File: config.mk
export PLATFORM = sky130hd
export DESIGN_NAME = grr_front
export DESIGN_NICKNAME = d
export VERILOG_FILES = /design/src/rtl/core/grr_pkg.sv /design/src/rtl/core/grr_front.sv
export SDC_FILE = /design/constraint.sdc
export NUM_CORES = 1
export LEC_CHECK = 0
export BUFFER_PORTS_ARGS = -buffer_cell sky130_fd_sc_hd__buf_2
export CORE_ASPECT_RATIO = 1.25
export CORE_MARGIN = 10
export CORE_UTILIZATION = 49
export DETAILED_ROUTE_END_ITERATION = 10
export GPL_TIMING_DRIVEN = 0
export MAX_ROUTING_LAYER = met4
export PLACE_DENSITY = 0.88
export SLEW_MARGIN = 10
export SYNTH_ARGS = -nofsm -noshare
export SYNTH_HDL_FRONTEND = slang
export SYNTH_SLANG_ARGS = --single-unit
File: constraint.sdc
create_clock -name vclk -period 3.2
set_input_delay 0 -clock vclk [all_inputs]
set_output_delay 0 -clock vclk [all_outputs]
set_load 0.01 [all_outputs]
File: src/rtl/core/grr_pkg.sv
// grr_pkg: shared types and constants for the glyph row renderer.
// Used by grr_front, grr_back and glyph_row_renderer_top; no dependencies.
package grr_pkg;

    localparam int ROW_BITS   = 16;
    localparam int COORD_W    = 12;
    localparam int CFG_DATA_W = 9;
    localparam int CMD_ADDR_W = 13;   // enough for 256 symbols x 32 rows

    // configuration register indexes
    typedef enum logic [1:0] {
        CFG_GLYPH_WIDTH  = 2'd0,
        CFG_GLYPH_HEIGHT = 2'd1,
        CFG_SYMBOL_COUNT = 2'd2
    } t_cfg_index;

    localparam logic FUNC_RENDER = 1'b0;
    localparam logic FUNC_LOAD   = 1'b1;

    typedef struct packed {
        logic        func;
        logic [7:0]  char_code;
        logic [7:0]  cell_col;
        logic [7:0]  cell_row;
        logic [3:0]  glyph_line;
        logic [15:0] line_bits;
    } t_in_item;

    typedef struct packed {
        logic [COORD_W-1:0]  pixel_x;
        logic [COORD_W-1:0]  pixel_y;
        logic [ROW_BITS-1:0] row_mask;
        logic                last_row;
    } t_result;

    // clamped, ready-to-use configuration
    typedef struct packed {
        logic [ROW_BITS-1:0] row_mask;
        logic [4:0]          height;
        logic [4:0]          width;
        logic [8:0]          count;
    } t_cfg;

    typedef enum logic {
        CMD_RENDER = 1'b0,
        CMD_LOAD   = 1'b1
    } t_cmd_kind;

    typedef struct packed {
        t_cmd_kind           kind;
        logic [CMD_ADDR_W-1:0] addr;
        logic [COORD_W-1:0]  x;
        logic [COORD_W-1:0]  y;
        logic [ROW_BITS-1:0] bits;
    } t_cmd;

    typedef enum logic {
        BK_IDLE   = 1'b0,
        BK_RENDER = 1'b1
    } t_back_state;

    typedef struct packed {
        logic rendering;
        logic rd_pending;
    } t_back_status;

    // top w bits set, w in 1..16
    function automatic logic [ROW_BITS-1:0] width_mask(input logic [4:0] w);
        logic [ROW_BITS-1:0] ones;
        ones = '1;
        return ones << (5'(ROW_BITS) - w);
    endfunction

endpackage

File: src/rtl/core/grr_front.sv
// grr_front: accepts input transactions, drops skipped ones and builds
// back-end commands. Depends on grr_pkg.
module grr_front #(
    parameter int MAX_GLYPH_HEIGHT = 16,
    parameter int MAX_SYMBOLS      = 256,
    parameter int MAX_COLS         = 256,
    parameter int MAX_ROWS         = 256
) (
    input  grr_pkg::t_in_item i_item,
    input  logic              i_push,
    input  grr_pkg::t_cfg     i_cfg,
    input  logic              i_q_full,
    output logic              o_full,
    output logic              o_q_push,
    output grr_pkg::t_cmd     o_cmd
);

    localparam int AW = grr_pkg::CMD_ADDR_W;
    localparam int CW = grr_pkg::COORD_W;

    logic          load_ok;
    logic          render_ok;
    logic          keep;
    logic [AW-1:0] base;

    always_comb begin
        load_ok   = (int'(i_item.char_code) < MAX_SYMBOLS) &&
                    (int'(i_item.glyph_line) < MAX_GLYPH_HEIGHT);
        render_ok = ({1'b0, i_item.char_code} < i_cfg.count) &&
                    (int'(i_item.cell_col) < MAX_COLS) &&
                    (int'(i_item.cell_row) < MAX_ROWS);
        keep      = (i_item.func == grr_pkg::FUNC_LOAD) ? load_ok : render_ok;
        base      = AW'(int'(i_item.char_code) * MAX_GLYPH_HEIGHT);

        o_cmd.kind = (i_item.func == grr_pkg::FUNC_LOAD) ? grr_pkg::CMD_LOAD
                                                          : grr_pkg::CMD_RENDER;
        o_cmd.addr = (i_item.func == grr_pkg::FUNC_LOAD)
                   ? base + AW'(i_item.glyph_line) : base;
        // coordinates wrap to 12 bits
        o_cmd.x    = CW'({5'b0, i_item.cell_col} * {8'b0, i_cfg.width});
        o_cmd.y    = CW'({5'b0, i_item.cell_row} * {8'b0, i_cfg.height});
        o_cmd.bits = i_item.line_bits;
    end

    assign o_full   = i_q_full;
    assign o_q_push = i_push & ~i_q_full & keep;

endmodule

Word-level counts from Yosys, hierarchy flattened
Cells that the tools add are included.
{"block": "op_classes", "n_addsub": 1, "n_mul": 2, "n_lt_le_gt_ge": 1, "n_mux": 3, "n_bitwise": 3}
{"cell": "$mul 8x5->12", "count": 2}
{"cell": "$add 12x4->13", "count": 1}
{"cell": "$mux 13", "count": 1}
{"cell": "$lt 8x9->1", "count": 1}
{"cell": "$and 1x1->1", "count": 2}
{"cell": "$mux 1", "count": 2}
{"cell": "$not 1->1", "count": 1}
{"block": "word_totals", "register_bits": 0, "in_bits": 82, "output_inout_bits": 56, "elab_cells": 10}

Depth between registers and ports, before layout
{"block": "depth", "depth_word": 3, "ltp_mapped": 13, "depth_no_buf": 13}

Worst setup path before layout
OpenSTA, ideal clock, no wires.
{"block": "synth_path", "path_type": "input port to output port", "from": "input i_cfg[13] in the netlist's numbering", "to": "output o_cmd[39] in the netlist's numbering", "t_arrival_ns": 2.898, "t_required_ns": 3.200, "slack_ns": 0.302, "cell_stages": 12, "path_cell_list": "and2_1 > fa_1 > fa_1 > inv_1 > fa_1 > inv_1 > ha_1 > nand3_1 > o211ai_2 > a41o_1 > a21oi_2 > xnor2_1"}
{"item": "start, declared", "line_no": "grr_front.sv:11", "source": "input grr_pkg::t_cfg i_cfg,"}
{"item": "end, declared", "line_no": "grr_front.sv:15", "source": "output grr_pkg::t_cmd o_cmd"}

==> run_results.csv <==
group,metric,value,unit
run_status,status,"finished clean",
route,drc,0,
placed_design,dp_hpwl,6170,µm
power_and_ir_drop,power_frac_comb,1.000,
critical_path,cp.arrival,3.12,ns
global_routing,track_usage,0.155,
finish,fill_cells,405,
finish,seq_cells,0,
timing,fin_crit,3.12,ns
route,vias_per_cell,5.09,
power_and_ir_drop,p_int,0.654,mW
critical_path,critPathLaunch,"i_item[31]",
synth,synth.avg_cell_area,8.17,µm²
global_routing,grt_max_degree,9,
finish,final_core_util,0.664,
placed_design,port_buffers,105,
route,drt_pre_antenna_iters,4,
power_and_ir_drop,power.density,381,nW/µm²
synth,synthCells,333,
finish,nets,611,
critical_path,cp-end-kind,"output port",
critical_path,worst_setup_path_start_kind,"input pin",
synth,ys_warn_count,0,
power_and_ir_drop,ir_drop,0.000396,V
global_routing,grt_pass1_wl,11500,µm
synth,synthDistinctLibCells,33,
finish,syn_to_final_growth,31.9,%
timing,setup_violations,0,
critical_path,crit_fanout,5,
power_and_ir_drop,p_sw,0.712,mW
die,fp.dieW,86.7,µm
route,drt-total-wl,7630,µm
power_and_ir_drop,switching_share,0.521,
critical_path,required,3.20,ns
job,max_cap_viol_count,0,
finish,clkbuf_count,0,
global_routing,overflow,0,
global_routing,grt_pass1_vias,2724,
placed_design,place_area,3330,µm²
finish,final_cell_area,3590,µm²
timing,fin_tns_setup,0,ns
finish,layout_common_cells,"buf_2, and2_1, inv_1",
finish,regArea,0,µm²
die,die_area,8950,µm²
route,wire_per_inst,15.0,µm
route,drt_iter0_drc,41,
finish,final_common_cell,"buf_2",
synth,synth_nets,496,
die,ios,138,
synth,syn_area,2720,µm²
route,antenna_left,0,
die,coreArea,5410,µm²
power_and_ir_drop,p_clk_frac,0,
die,rows,30,
finish,diodes,0,
power_and_ir_drop,sequentialPowerShare,0,
die,initial_utilization,0.503,
synth,synthTopCellsByArea,"fa_1, ha_1, and2_1",
critical_path,crit_type,"in2out",
timing,post-route-period-util,0.975,
finish,drive_gt1_frac,0.404,
die,die_height,103,µm
synth,synth_area_leader_cell,"fa_1",
power_and_ir_drop,total_power,1.37,mW
timing,hold_slack,0.186,ns
timing,max_freq,321,MHz
route,via_count,2598,
placed_design,place.gp.congestion,0.835,
hold_path,worst_hold_path_type,"in2out",
synth,yosys.area.top_type_share,0.250,
critical_path,crit_path_end,"o_cmd[39]",
timing,maxSlewViolCount,0,
global_routing,antenna_found_initial,0,
power_and_ir_drop,p_leak,2.00,nW
synth,seq_area_frac_synth,0,
timing,final_hold_viol_count,0,
-- metrics by stage --
step,std cells,setup slack [ns]
final,510,0.0812
after global routing,510,-0.0579
after CTS,504,0.00492
after detailed placement,502,-0.152
after global placement,502,-0.0820
after floorplan,333,0.302
-- final cells by class --
cell class	count	area, µm²	share of cell area
well taps	64	80.1	0.0223
multi-input cells	252	2500	0.697
inverters	54	203	0.0565
repair buffers	113	603	0.168
plain buffers	27	203	0.0565
-- worst max-delay path, cell delays in order --
cell,delay (ns)
buf_2,0.13
and2_4,0.16
fa_1,0.49
fa_1,0.55
inv_2,0.04
fa_1,0.49
inv_2,0.05
ha_4,0.29
nand3_2,0.07
o211ai_2,0.21
a41o_1,0.23
a21oi_2,0.06
xnor2_1,0.17
buf_2,0.16
-- how the worst min path moves through the flow --
stage / end / startpoint / cells after the start / slack (ns)
2_1_floorplan: o_cmd[0] / i_item[0] / 1 / 0.09
3_3_place_gp: o_cmd[14] / i_item[14] / 2 / 0.19
3_5_place_dp: o_cmd[7] / i_item[7] / 2 / 0.19
4_1_cts: o_cmd[13] / i_item[13] / 2 / 0.19
5_1_grt: o_cmd[4] / i_item[4] / 2 / 0.19
6_report: o_cmd[13] / i_item[13] / 2 / 0.19
-- what timing repair did --
item	4_1_cts	5_1_grt
resized for setup	14	29
pin swaps	14	42
hold buffers	0	0
endpoints found under the setup margin	6	7
buffers inserted	2	6
-- cells in the mapped netlist (all sizes together) --
library cell	number
nor4	2
nand3	5
nand2b	2
o21bai	1
o21ai	5
nor2b	1
a21o	5
nand4	1
inv	54
o221ai	1
and2	59
nor2	11
o21a	1
o31ai	1
o211ai	2
xnor2	16
a2111oi	1
buf	27
xor2	6
nor3	4
a41o	1
conb	1
ha	47
a21oi	11
a211oi	2
a31oi	1
nand2	30
a41oi	1
fa	34
-- cell families (layout without fill, tap and decap cells) --
logic type,after synthesis,count (layout),synth area share
xor gates and xnor gates,22,22,0.0708
adders and majority gates,81,81,0.466
other,1,1,0.00138
buffers and inverters,81,194,0.149
and+or+nand+nor,115,115,0.224
AOI/OAI and AO/OA,33,33,0.0883
-- per-layer routing --
layer,wire [µm],global-route usage
met5,0,-
met3,597,0.0337
met2,4220,0.308
met1,2770,0.155
met4,44,0.0112
-- power by group through the flow --
stage | registers, mW | logic [mW] | clock network [mW]
6_report | 0 | 1.37 | 0
5_1_grt | 0 | 1.50 | 0
4_1_cts | 0 | 1.22 | 0
3_5_place_dp | 0 | 1.11 | 0
3_3_place_gp | 0 | 1.07 | 0
2_1_floorplan | 0 | 0.768 | 0
(Power assumes the default switching activity.)
