File: src/rtl/core/grr_fifo.sv
// grr_fifo: small synchronous FIFO, register storage, power-of-two depth.
// No package dependencies.
module grr_fifo #(
    parameter int WIDTH = 8,
    parameter int DEPTH = 4
) (
    input  logic                       i_clk,
    input  logic                       i_rst_n,
    input  logic                       i_push,
    input  logic [WIDTH-1:0]           i_data,
    input  logic                       i_pop,
    output logic [WIDTH-1:0]           o_data,
    output logic                       o_full,
    output logic                       o_empty,
    output logic [$clog2(DEPTH+1)-1:0] o_count
);

    localparam int PTR_W = $clog2(DEPTH);
    localparam int CNT_W = $clog2(DEPTH + 1);

    logic [WIDTH-1:0] r_mem [DEPTH];
    logic [PTR_W-1:0] r_wr_ptr;
    logic [PTR_W-1:0] r_rd_ptr;
    logic [CNT_W-1:0] r_count;
    logic             push_ok;
    logic             pop_ok;

    assign o_full  = (r_count == CNT_W'(DEPTH));
    assign o_empty = (r_count == '0);
    assign o_count = r_count;
    assign o_data  = r_mem[r_rd_ptr];
    assign push_ok = i_push & ~o_full;
    assign pop_ok  = i_pop & ~o_empty;

    always_ff @(posedge i_clk) begin
        if (!i_rst_n) begin
            r_wr_ptr <= '0;
            r_rd_ptr <= '0;
            r_count  <= '0;
        end else begin
            if (push_ok) begin
                r_wr_ptr <= r_wr_ptr + 1'b1;
            end
            if (pop_ok) begin
                r_rd_ptr <= r_rd_ptr + 1'b1;
            end
            unique case ({push_ok, pop_ok})
                2'b10:   r_count <= r_count + 1'b1;
                2'b01:   r_count <= r_count - 1'b1;
                default: r_count <= r_count;
            endcase
        end
    end

    always_ff @(posedge i_clk) begin
        if (push_ok) begin
            r_mem[r_wr_ptr] <= i_data;
        end
    end

endmodule

File: config.mk
export PLATFORM = sky130hd
export DESIGN_NAME = grr_fifo
export DESIGN_NICKNAME = d
export VERILOG_FILES = /design/src/rtl/core/grr_fifo.sv
export SDC_FILE = /design/constraint.sdc
export NUM_CORES = 1
export LEC_CHECK = 0
export BUFFER_PORTS_ARGS = -buffer_cell sky130_fd_sc_hd__buf_4
export CORE_ASPECT_RATIO = 1.4
export CORE_MARGIN = 5
export CORE_UTILIZATION = 34
export CTS_BUF_LIST = sky130_fd_sc_hd__clkbuf_2 sky130_fd_sc_hd__clkbuf_4 sky130_fd_sc_hd__clkbuf_8
export DETAILED_ROUTE_END_ITERATION = 7
export HOLD_SLACK_MARGIN = 0.03
export PLACE_DENSITY = 0.57
export SLEW_MARGIN = 10
export SYNTH_ARGS = -nofsm -noshare
export SYNTH_HDL_FRONTEND = slang
export SYNTH_SLANG_ARGS = --single-unit
File: constraint.sdc
create_clock -name i_clk -period 4.1 [get_ports i_clk]
set_clock_uncertainty 0.1 [all_clocks]
set_input_delay 0.82 -clock i_clk [delete_from_list [all_inputs] [get_ports i_clk]]
set_output_delay 0.82 -clock i_clk [all_outputs]
set_load 0.005 [all_outputs]
## Yosys cells after proc, flatten, opt, wreduce, memory -nomap -nowiden

Memory sizes are Yosys's and may differ from the RTL's. A register that Yosys moved wholly into a read port is not among the register bits.
Cells that the tools add are included.

- Add/subtract/negate cells: 4
- Muxes and demuxes: 5
- Shift-type cells: 0
- Eq/ne operators: 3
- Divide/modulo/power cells: 0
- Bitwise operators: 4
- Magnitude comparators: 0
- Multiply operators: 0
- Reduce and logical (&&, ||, !) cells: 2

Operator list:

| kind | count |
|---|---|
| 3-bit case mux with 2 select lines | 1 |
| 2-bit by 1-bit adder with 2-bit output, second input constant | 2 |
| 2-bit two-way mux | 2 |
| 3-bit by 1-bit adder with 3-bit output, second input constant | 1 |
| 3-bit equality test, second input constant | 1 |
| 3-bit zero test | 1 |
| 3-bit by 1-bit subtractor with 3-bit output, second input constant | 1 |
| 1-bit AND | 2 |
| 2-bit by 1-bit equality test with 1-bit output, second input constant | 1 |
| 2-bit equality test, second input constant | 1 |
| 1-bit two-way mux | 2 |
| 1-bit NOT | 2 |
| 2-bit nonzero test | 1 |

- Memories kept: 1
- Bits in read-only memories: 0
- Word-level logic and storage cells: 22
- Latch bits: 0
- Bits in registers: 7
- RAM bits: 32
- Output and inout bits: 13
- Input bits: 12

Memories:

| memory | words | width | read ports | clocked after memory_dff | wr ports | line | source |
|---|---|---|---|---|---|---|---|
| r_mem | 4 | 8 | 1 | 1 | 1 | 21 | `logic [WIDTH-1:0] r_mem [DEPTH];` |

## Logic depth before layout (Yosys ltp)

Gate-level depths: netlist of run 1.

- Depth in word-level cells: 5
- Mapped depth: 10
- Gate-level depth less buffers: 9

## Least setup slack after synthesis of run 1

Ideal clock, no wire load.

- Path type: input to register
- Start: input i_push
- End: register r_count[2], in the netlist o_count[2]
- Stages on the path: 9
- Data arrival time: 2.262 ns
- Buffers on the path: 1
- Required time: 3.930 ns
- Path slack: 1.668 ns
- Setup time: 0.070 ns
- Cell sequence: nor2b_1 buf_2 inv_2 ha_1 inv_1 fa_1 xor2_1 or3_1 a21boi_1

- Word-level cells in the longest chain between the ends: 3
- Elaborated cells between the ends (all ways): 5
- Those cells by class: eq/ne (2); mux (1); bitwise (1); reduce/logical (1)

RTL lines:

| item | line | source |
|---|---|---|
| start: declaration | 9 | `input logic i_push,` |
| 1-bit AND * | 32 | `assign push_ok = i_push & ~o_full;` |
| 2-bit by 1-bit equality test with 1-bit output / 2-bit equality test (equally long branches) | 47 | `unique case ({push_ok, pop_ok})` |
| 3-bit case mux with 2 select lines / 2-bit nonzero test (equally long branches) | - |  |
| end signal: assignment | 48 | `2'b10: r_count <= r_count + 1'b1;` |
| end signal: assignment | 49 | `2'b01: r_count <= r_count - 1'b1;` |
| end signal: assignment | 50 | `default: r_count <= r_count;` |
| end: declaration | 24 | `logic [CNT_W-1:0] r_count;` |

Mark *: on every way between the ends. The rest lies on a longest branch, timed or not.
A chain may end at the register's enable or synchronous reset.

==> impl_summary.txt, run 1 <==
----------------------------------------------------
[STA]
  Period utilisation layout ... 64.0%
  Measured slew at the worst slew-check pin ... 556 ps
  Count of endpoints failing setup in the final report ... 0
  Final max-slew violation count ... 0
  Accumulated negative setup slack ... 0 ps
  Achievable frequency ... 381 MHz
  Final period demand of the worst path ... 2630 ps
  Final Hold Viols ... 0
  RSZ-0062 raised after global routing ... no
  Setup ws final ... 1470 ps
  Worst slew margin ... 62.9%

[Setup path]
  Kind of cell adding the most delay to the critical path ... flip-flops
  Crit Path Max Fanout ... 8
  Required time of the worst setup path ... 3180 ps
  Startpoint Class ... flip-flop
  Max incr delay on CP ... 680 ps
  Critical setup path kind ... flip-flop to output port
  CP Capture Type ... output port
  Slowest CP cell ... dfxtp_1
  Worst Path Arrival ... 1710 ps
  CP Cell Sequence ... mux4_2 -> buf_4
  Critical path buffers and inverters ... 1

[Floorplanning]
  Core outline area ... 0.00477 mm^2
  Horizontal extent of the die ... 68.8 um
  Die Footprint ... 0.00635 mm^2
  Die boundary height ... 92.3 um
  Number of cell rows ... 30
  Initial core utilization ... 34.5%
  IO Pins ... 25

[Run]
  Max_cap viols ... 0

[Detailed routing]
  Routed wire length ... 2790 um
  Drt initial violations ... 31
  Avg WL per Cell ... 14.8 um
  Vias/cell ... 4.64
  Final antenna-violating net count ... 0
  Drt drc ... 0
  Via count ... 873
  Count of TritonRoute iterations in the first routing pass ... 4

[Run status]
  Status ... finished clean

[Pwr]
  Clock network fraction of total power ... 27.5%
  Comb power frac ... 25.5%
  Cell area power density ... 599 mW/mm^2
  Switching power ... 0.000308 W
  Internal power ... 0.000894 W
  Switching Share ... 25.6%
  Reported leakage power ... 0.715 nW
  Worst IR drop on VDD ... 338 uV
  Sequential Power Share ... 47.0%

[Global routing]
  Pin count of the biggest net entering global routing ... 13
  GRT Resource Usage Total ... 10.0%
  Leftover overflow at the end of global routing ... 0
  Number of global-route vias before repair ... 969
  Wire length of the first global-routing pass ... 4570 um
  Initial antenna violation count ... 0

[CTS]
  CTS sink count ... 41
  Clock insertion delay at the later pin of the skew report ... 290 ps
  Clock input transition at the sequential cells of the worst setup and hold paths ... 70 ps
  CTS buffer count ... 5
  CTS tree ... yes
  Cell chosen for the clock root ... clkbuf_8
  Number of hold buffers added after cts ... 0
  Number of post-CTS setup repair buffers ... 0
  CTS H-tree depth ... 2
  Maximum buffer depth of the clock tree ... 2
  Post-CTS Resized ... 0

[Placement]
  HPWL after detailed placement ... 2070 um
  Port Buffer Count ... 24
  Weighted congestion at the end of routability-driven global placement ... 0.713
  Setup slack at placement ... 1500 ps

[Finish]
  Most common library cell in the layout ignoring fill and taps ... edfxtp_1
  Layout fillers ... 442
  Ratio of cells with drive above 1 in the final layout ... 34.7%
  Area growth from synthesis to final layout ... 22.1%
  Sequential cell area ... 0.00114 mm^2
  Layout Nets ... 141
  # diodes ... 0
  Most frequent cells in the layout ... edfxtp_1, buf_4, dfxtp_1
  Area used by multi-input combinational logic ... 463 um^2

[Synth]
  Syn Inst Count ... 96
  Cell taking the most area after synthesis ... edfxtp_1
  Yosys Warn Count ... 0
  Distinct cell type count of the synthesized netlist ... 21
  Share of the synthesized area in the top cell type ... 58.4%
  Count of state elements after synthesis ... 41
  Syn nets ... 114
  Sequential share of the synthesized area ... 69.4%
  Mean post-synth cell area ... 17.1 um^2
  Post-Synthesis Cell Area ... 0.00164 mm^2
  Top post-synthesis cells by area ... edfxtp_1, dfxtp_1, mux4_2

[Min path]
  Worst hold path type ... flip-flop to flip-flop

----------------------------------------------------
==> kinds of logic after synthesis <==
| kind of cell | share of synthesized area (%) |
|---|---|
| mux | 12.2 |
| simple gates | 7.46 |
| buf+inv | 2.44 |
| flops | 69.4 |
| fa+ha+maj | 5.02 |
| xor+xnor | 1.07 |
| compound gates | 2.43 |
==> path summary, 6_finish.rpt <==
path	startpoint	to	slack (ps)	cells past startpoint
worst max-delay path	flip-flop	o_data[0]	1470	2
worst min-delay path	r_rd_ptr[1]	r_rd_ptr[1]	390	2
worst max register to register	o_count[2]	o_count[2]	1860	9
worst min register to register	r_rd_ptr[1]	r_rd_ptr[1]	390	2
==> per-stage QoR <==
step / hold WS [ps] / instance area, um^2 / power (W) / std cells / utilization [%]
after floorplan: 356 / 1640 / 0.000746 / 96 / -
after global placement: 375 / 1890 / 0.000879 / 180 / 39.6
after detailed placement: 381 / 1890 / 0.000893 / 180 / 39.6
after global routing: 442 / 2010 / 0.00129 / 188 / 42.1
after CTS: 395 / 2010 / 0.00123 / 188 / 42.1
final: 388 / 2010 / 0.00120 / 188 / 42.1
==> cells in the mapped netlist <==
cell type  number
nor3_2          1
a21boi_1        2
and2_1          6
mux4_2          8
xor2_1          1
fa_1            1
ha_1            5
nand2_1         7
nor2b_1         2
or3_1           2
edfxtp_1       32
clkbuf_1        2
inv_1           5
nand4bb_1       1
nor3b_2         1
mux2i_1         2
inv_2           1
o21ai_0         5
xnor2_1         1
dfxtp_1         9
buf_2           2
==> sequential cells by signal (all words and copies together) (netlist names), named ones only <==
register  flops
o_count       3
r_mem        32
r_rd_ptr      2
r_wr_ptr      2
==> power groups by stage <==
stage	clock network (W)	logic, W	registers (W)
2_1_floorplan	0	0.000202	0.000544
3_3_place_gp	0	0.000306	0.000574
3_5_place_dp	0	0.000316	0.000577
4_1_cts	0.000342	0.000318	0.000568
5_1_grt	0.000361	0.000350	0.000575
6_report	0.000331	0.000307	0.000564
==> area by class of cell <==
cell class,count,share of cell area (%)
Multi-Input combinational cell,45,23.1
Clock buffer,7,4.49
Inverter,6,1.12
Tap cell,64,3.99
Timing Repair Buffer,24,8.98
Clock inverter,1,1.50
Sequential cell,41,56.9
==> worst min-delay path, delay by kind of cell (launching register included) <==
family          cells  cell delay [ps]
compound gates      2              130
flops               1              310
==> metal layers <==
metal / vias up / routed length [um] / track usage (%)
met5: - / 0 / 0
met4: 0 / 55 / 3.90
met3: 7 / 190 / 3.92
met2: 25 / 1500 / 17.3
met1: 431 / 1040 / 10.5
li1: 410 / - / -
Note: power is estimated with default switching activity, not from simulation.
==> run 2, diff against run 1 <==
Settings changed: ABC_AREA from default to 1, PLACE_DENSITY 0.57 to 0.59.
Clock period 4.1 ns to 2.1 ns, I/O delays scaled along.
==> run 2 against run 1 <==
  * Final area rose by 4.0%
  * Via count rose by 29%
  * Clock power rose by 90%
  * Synthesized cell count rose by 52%
  * First-iteration DRC count rose to 3.7 times the previous value
  * Global-route usage rose by 1.3 points
  * Wire length rose by 16%
  * Critical path type is now flip-flop to flip-flop
  * Highest routed layer unchanged
==> impl_summary.txt, run 2 <==
----------------------------------------------------
[Run status]
  Status ... finished clean

[Placement]
  Number of cells after detailed placement ... 238 (+32%)
  HPWL after detailed placement ... 2360 um (+14%)
  Port Buffer Count ... 24 (unchanged)
  Weighted congestion at the end of routability-driven global placement ... 0.777 (+9.0%)

[Setup path]
  R2r worst-path depth ... 12 (+3)
  Cell count along the critical path ... 12 (+10)
  CP Cell Sequence ... nor2_2 -> nand2_2 -> nand2_4 -> ha_1 -> inv_1 -> fa_1 -> inv_1 -> nand2_1 -> nand3_1 -> nand2_1 -> nand2_1 -> nor2_1
  Required time of the worst setup path ... 2190 ps (-990 ps)
  Critical setup path kind ... flip-flop to flip-flop
  Max incr delay on CP ... 390 ps (-290 ps)
  Worst Path Arrival ... 1970 ps (+260 ps)
  Critical path buffers and inverters ... 2 (+1)
  Slowest CP cell ... fa_1
  Crit Path Max Fanout ... 7 (-1)
  Critical Path Most Common Cell ... nand2_1
  Kind of cell adding the most delay to the critical path ... simple AND/OR/NAND/NOR gates
  CP Capture Type ... flip-flop
  Startpoint Class ... flip-flop

[Global routing]
  Initial antenna violation count ... 0 (unchanged)
  Wire length of the first global-routing pass ... 5800 um (+27%)
  Pin count of the biggest net entering global routing ... 17 (+4)
  Number of global-route vias before repair ... 1251 (+29%)
  GRT Resource Usage Total ... 11.3% (+1.3 points)
  Leftover overflow at the end of global routing ... 0 (unchanged)

[Finish]
  Post-layout instance count excluding filler cells ... 246 (+31%)
  Number of flip-flops in the largest register ... 32 (unchanged)
  Final Core Density ... 43.1% (+1.0 points)
  Area growth from synthesis to final layout ... 23.4%
  Layout Nets ... 199 (+41%)
  Ratio of cells with drive above 1 in the final layout ... 25.8% (-8.9 points)
  Top reg by flops ... r_mem
  Most frequent cells in the layout ... edfxtp_1, buf_4, nor2_1
  # diodes ... 0 (unchanged)
  Most common library cell in the layout ignoring fill and taps ... edfxtp_1

[Synth]
  Yosys Warn Count ... 0 (unchanged)
  Synth top cells by count ... edfxtp_1, nor2_1, inv_1
  FFs w/ async S/R, synth ... 0% (unchanged)
  Top post-synthesis cells by area ... edfxtp_1, dfxtp_1, nor2_1
  Most used DFF post-synth ... edfxtp_1
  Syn nets ... 164 (+44%)
  Cell taking the most area after synthesis ... edfxtp_1
  Sequential share of the synthesized area ... 67.5% (-2.0 points)
  Count leader, synth ... edfxtp_1
  Number of flops mapped to enable cells by yosys ... 32 (unchanged)
  Post-Synthesis Cell Area ... 0.00169 mm^2 (+2.9%)
  Distinct cell type count of the synthesized netlist ... 18 (-14%)
  Count of state elements after synthesis ... 41 (unchanged)
  Mean post-synth cell area ... 11.6 um^2 (-32%)
  Syn Inst Count ... 146 (+52%)
  Share of the synthesized area in the top cell type ... 56.8% (-1.6 points)

[STA]
  Count of endpoints failing setup in the final report ... 0 (unchanged)
  Final Hold Viols ... 0 (unchanged)
  Post-Route Hold Slack ... 226 ps (-161 ps)
  Accumulated negative setup slack ... 0 ps (unchanged)
  Period utilisation layout ... 89.8%
  Final period demand of the worst path ... 1890 ps
  RSZ-0062 raised after global routing ... no
  Final max-slew violation count ... 0 (unchanged)
  Measured slew at the worst slew-check pin ... 285 ps (-271 ps)
  Worst slew margin ... 81.0% (+18 points)
  Achievable frequency ... 530 MHz

[Pwr]
  Worst IR drop on VDD ... 536 uV (+58%)
  Cell area power density ... 1140 mW/mm^2 (+90%)
  Reported leakage power ... 0.834 nW (+17%)

[CTS]
  CTS buffer count ... 5 (unchanged)
  Maximum buffer depth of the clock tree ... 2 (unchanged)
  Cell chosen for the clock root ... clkbuf_8
  Clock input transition at the sequential cells of the worst setup and hold paths ... 80 ps (about the same)
  CTS sink count ... 41 (unchanged)
  Number of post-CTS setup repair buffers ... 0 (unchanged)
  Post-CTS Resized ... 0 (unchanged)
  CTS H-tree depth ... 2 (unchanged)
  CTS tree ... yes
  Number of hold buffers added after cts ... 0 (unchanged)
  Clock insertion delay at the later pin of the skew report ... 280 ps (about the same)

[Run]
  Max_cap viols ... 0 (unchanged)

[Detailed routing]
  Avg WL per Cell ... 13.1 um (-12%)
  Final antenna-violating net count ... 0 (unchanged)
  Count of TritonRoute iterations in the first routing pass ... 4 (unchanged)
  Routed wire length ... 3230 um (+16%)
  Vias/cell ... 4.59 (-1.2%)
  Via count ... 1129 (+29%)
  Drt initial violations ... 115 (+270%)
  Drt drc ... 0 (unchanged)

[Floorplanning]
  Die Footprint ... 0.00651 mm^2 (+2.5%)
  Initial core utilization ... 34.9% (+0.45 points)
  Number of cell rows ... 30 (unchanged)
  Core outline area ... 0.00484 mm^2 (+1.6%)
  IO Pins ... 25 (unchanged)
  Die boundary height ... 93.5 um (+1.3%)
  Horizontal extent of the die ... 69.6 um (+1.2%)

[Min path]
  Worst hold path type ... primary input to flip-flop
  Worst hold path cell count ... 1 (-1)

----------------------------------------------------
run 2: cell types whose count changed in the layout (fill, tap and decap cells not counted), moves of 3 or more:
cell,before,now
a21oi_1,0,5
nand2_1,7,12
o21ai_0,5,14
and2_1,6,0
o21ai_2,0,3
inv_1,5,19
nor2_1,0,25
buf_4,24,30
mux4_2,8,0
o22ai_1,0,8
nand3_1,0,5
run 2: worst reg2reg max path: stages, from the launching register on:
cell	delay, ps
dfxtp_1	340
nor2_2	160
nand2_2	110
nand2_4	110
ha_1	180
inv_1	70
fa_1	390
inv_1	70
nand2_1	40
nand3_1	80
nand2_1	50
nand2_1	50
nor2_1	40
run 2: worst paths after layout:
kind / startpoint / to / slack, ps
hold reg to reg: r_wr_ptr[1] / r_wr_ptr[1] / 400
setup reg to reg: o_count[1] / o_count[2] / 210
hold / removal: i_data[0] / r_mem[3][0] / 230
setup / recovery: o_count[1] / o_count[2] / 210
run 2: where the power goes:
part           total (W)  internal (W)  switching, W
registers        0.00105      0.000978     0.0000691
logic           0.000702      0.000323      0.000379
clock network   0.000628      0.000366      0.000262
total            0.00238       0.00167      0.000711
run 2: per-stage QoR:
stage	setup WS [ps]	power, W	area, um^2
finish	214	0.00238	2090
global route	5.37	0.00257	2090
CTS	144	0.00241	2090
detailed placement	213	0.00178	1970
global placement	278	0.00175	1970
floorplan	360	0.00146	1690
run 2: kinds of logic (layout without fill, tap and decap cells):
family                   after synthesis  after routing  synth area share (%)
AO/OA/AOI/OAI                         31             31                  10.4
adder cells (fa/ha/maj)                6              6                  4.88
buffers and inverters                 22             58                  5.77
AND/OR/NAND/NOR                       46             46                  11.5
flip-flops                            41             41                  67.5
run 2: final cells by class:
type                       count  area, um^2
clock buffer                   6        76.3
fill                         454        2760
tap                           64        80.1
sequential                    41        1140
clock inverter                 2        35.0
inverter                      20        75.1
multi-input combinational     83         453
timing repair buffer          30         225
run 2: metal layers:
metal | track usage [%] | wire length (um) | up-vias
met5 | 0 | 0 | -
met4 | 3.83 | 38 | 0
met3 | 3.98 | 140 | 4
met2 | 20.2 | 1660 | 25
met1 | 12.4 | 1390 | 533
li1 | - | - | 567
==> run 3, diff against run 2 <==
==> constraint.sdc (replaced) <==
create_clock -name i_clk -period 2.1 [get_ports i_clk]
set_clock_uncertainty 0.1 [all_clocks]
set_input_delay 0.105 -clock i_clk [delete_from_list [all_inputs] [get_ports i_clk]]
set_output_delay 0.105 -clock i_clk [all_outputs]
set_load 0.005 [all_outputs]
==> run 3 against run 2 <==
  * Cell count rose by 4.1%
  * First-iteration DRC count fell by 57%
  * Core utilization rose by 2.1 points
  * Die area did not move
  * Critical endpoint unchanged
==> impl_summary.txt, run 3 (synthesis results as in run 2) <==
----------------------------------------------------
[Run status]
  Status ... finished clean

[CTS]
  CTS H-tree depth ... 2 (unchanged)
  CTS tree ... yes
  CTS sink count ... 41 (unchanged)
  Cell chosen for the clock root ... clkbuf_8
  Clock insertion delay at the later pin of the skew report ... 280 ps (about the same)
  Clock input transition at the sequential cells of the worst setup and hold paths ... 70 ps (about the same)
  CTS buffer count ... 5 (unchanged)
  Number of post-CTS setup repair buffers ... 0 (unchanged)
  Maximum buffer depth of the clock tree ... 2 (unchanged)

[Placement]
  Placed inst area ... 0.00197 mm^2 (-0.38%)
  Port Buffer Count ... 24 (unchanged)
  Number of cells after detailed placement ... 237 (-0.42%)
  Weighted congestion at the end of routability-driven global placement ... 0.765 (-1.5%)
  HPWL after detailed placement ... 2240 um (-4.9%)
  Setup slack at placement ... 228 ps (+15.6 ps)

[Setup path]
  Register-to-Register Setup Slack ... 220 ps (about the same)
  R2r worst-path depth ... 12 (unchanged)
  Critical path buffers and inverters ... 2 (unchanged)
  Crit Path Max Fanout ... 7 (unchanged)
  Required time of the worst setup path ... 2180 ps (about the same)
  Kind of cell adding the most delay to the critical path ... simple AND/OR/NAND/NOR gates
  Worst Path Arrival ... 1960 ps (about the same)
  CP Capture Type ... flip-flop
  Worst reg2reg path endpoint ... o_count[2]
  CP Cell Sequence ... nor2_2 -> nand2_2 -> nand2_4 -> ha_1 -> inv_1 -> fa_1 -> inv_1 -> nand2_1 -> nand3_1 -> nand2_1 -> nand2_1 -> nor2_1
  Source of the worst register-to-register timing path ... o_count[1]
  Worst setup startpoint ... o_count[1]
  Startpoint Class ... flip-flop
  Slowest CP cell ... fa_1
  Critical setup path kind ... flip-flop to flip-flop
  Critical Path Most Common Cell ... nand2_1
  Max incr delay on CP ... 380 ps (about the same)

[Min path]
  Worst hold path cell count ... 2 (+1)
  Source of the worst hold timing path ... r_rd_ptr[1]
  Worst hold path type ... flip-flop to flip-flop
  Worst hold path endpoint ... r_rd_ptr[1]

[Finish]
  Area growth from synthesis to final layout ... 29.3%
  Top reg by flops ... r_mem
  Layout fillers ... 456 (+0.44%)
  Number of flip-flops in the largest register ... 32 (unchanged)
  Layout Nets ... 209 (+5.0%)
  Final instance area ... 0.00219 mm^2 (+4.8%)
  # diodes ... 0 (unchanged)
  Post-layout instance count excluding filler cells ... 256 (+4.1%)
  Most common library cell in the layout ignoring fill and taps ... edfxtp_1
  Most frequent cells in the layout ... edfxtp_1, buf_4, nor2_1
  Ratio of cells with drive above 1 in the final layout ... 22.9% (-2.9 points)

[Floorplanning]
  Initial core utilization ... 34.9% (unchanged)
  Number of cell rows ... 30 (unchanged)
  Horizontal extent of the die ... 69.6 um (unchanged)
  Core outline area ... 0.00484 mm^2 (unchanged)
  Die Footprint ... 0.00651 mm^2 (unchanged)
  IO Pins ... 25 (unchanged)
  Die boundary height ... 93.5 um (unchanged)

[Detailed routing]
  Count of TritonRoute iterations in the first routing pass ... 4 (unchanged)
  Via count ... 1167 (+3.4%)
  Routed wire length ... 3200 um (-1.0%)
  Drt initial violations ... 49 (-57%)
  Vias/cell ... 4.56 (-0.67%)
  Avg WL per Cell ... 12.5 um (-4.9%)
  Final antenna-violating net count ... 0 (unchanged)
  Drt drc ... 0 (unchanged)

[Global routing]
  Leftover overflow at the end of global routing ... 0 (unchanged)
  Pin count of the biggest net entering global routing ... 17 (unchanged)
  Number of global-route vias before repair ... 1161 (-7.2%)
  Wire length of the first global-routing pass ... 5420 um (-6.7%)
  Initial antenna violation count ... 0 (unchanged)
  GRT Resource Usage Total ... 10.7% (-0.62 points)

[Pwr]
  Worst IR drop on VDD ... 545 uV (+1.7%)
  Cell area power density ... 1080 mW/mm^2 (-5.3%)
  Reported leakage power ... 0.867 nW (+4.0%)

[STA]
  Period utilisation layout ... 89.5% (-0.26 points)
  Count of endpoints failing setup in the final report ... 0 (unchanged)
  RSZ-0062 raised after global routing ... no
  Measured slew at the worst slew-check pin ... 324 ps (+39.2 ps)
  Setup ws final ... 220 ps (+5.45 ps)
  Worst slew margin ... 78.4% (-2.6 points)
  Final max-slew violation count ... 0 (unchanged)
  Accumulated negative setup slack ... 0 ps (unchanged)
  Achievable frequency ... 532 MHz (+0.29%)
  Final Hold Viols ... 0 (unchanged)
  Final period demand of the worst path ... 1880 ps (-5.45 ps)

[Run]
  Max_cap viols ... 0 (unchanged)

----------------------------------------------------
## run 3: cell count changes in the layout (fill, tap and decap cells not counted)
cell           previous run  this run
dlygate4sd3_1             0        11
buf_4                    30        29
clkbuf_4                  1         0
clkinv_1                  0         1
clkinv_2                  1         0
clkinvlp_4                0         1
dfxtp_1                   8         9
dfxtp_2                   1         0
## run 3: power breakdown
| part | switching [W] | total, W | internal [W] |
|---|---|---|---|
| Clock | 0.000256 | 0.000606 | 0.000350 |
| Sequential | 0.0000740 | 0.00105 | 0.000978 |
| Combinational | 0.000376 | 0.000702 | 0.000327 |
## run 3: metrics by stage
step / hold WS (ps) / total power (W) / util, %
finish: 406 / 0.00236 / 45.2
global route: 443 / 0.00254 / 45.2
CTS: 408 / 0.00240 / 45.2
detailed placement: 213 / 0.00176 / 40.6
global placement: 207 / 0.00175 / 40.6
floorplan: 104 / 0.00146 / -
## run 3: area by class of cell
type	instances	area [um^2]	area share [%]
clock buffers	5	68.8	3.15
flip-flops and latches	41	1140	52.2
multi-input cells	83	453	20.7
repair buffers	40	328	15.0
inverters	20	75.1	3.43
clock inverters	3	41.3	1.89
well taps	64	80.1	3.66
## run 3: worst max path at each step
| stage | endpoint | depth (start not counted) |
|---|---|---|
| 3_3_place_gp | o_count[2] | 12 |
| 6_report | o_count[2] | 12 |
| 4_1_cts | o_count[2] | 12 |
| 5_1_grt | o_count[2] | 13 |
| 2_1_floorplan | o_count[2] | 12 |
| 3_5_place_dp | o_count[2] | 12 |
## run 3: what timing repair did
item | 4_1_cts | 5_1_grt
gates resized for setup | 0 | 0
hold buffers | 11 | 0
endpoints found under the hold margin | 41 | 0
## run 3: layer usage
layer  track usage, %  vias to the layer above  share of wire [%]
li1                 -                      584                  -
met1             11.8                      552                 43
met2             19.3                       24                 51
met3             3.01                        7                4.3
met4             4.31                        0                1.7
met5                0                        -                  0
## run 3: tightest hold or removal path: stages (launching register included)
cell and delay, ps:
dfxtp_1 330, nand2_1 60, a21oi_1 60
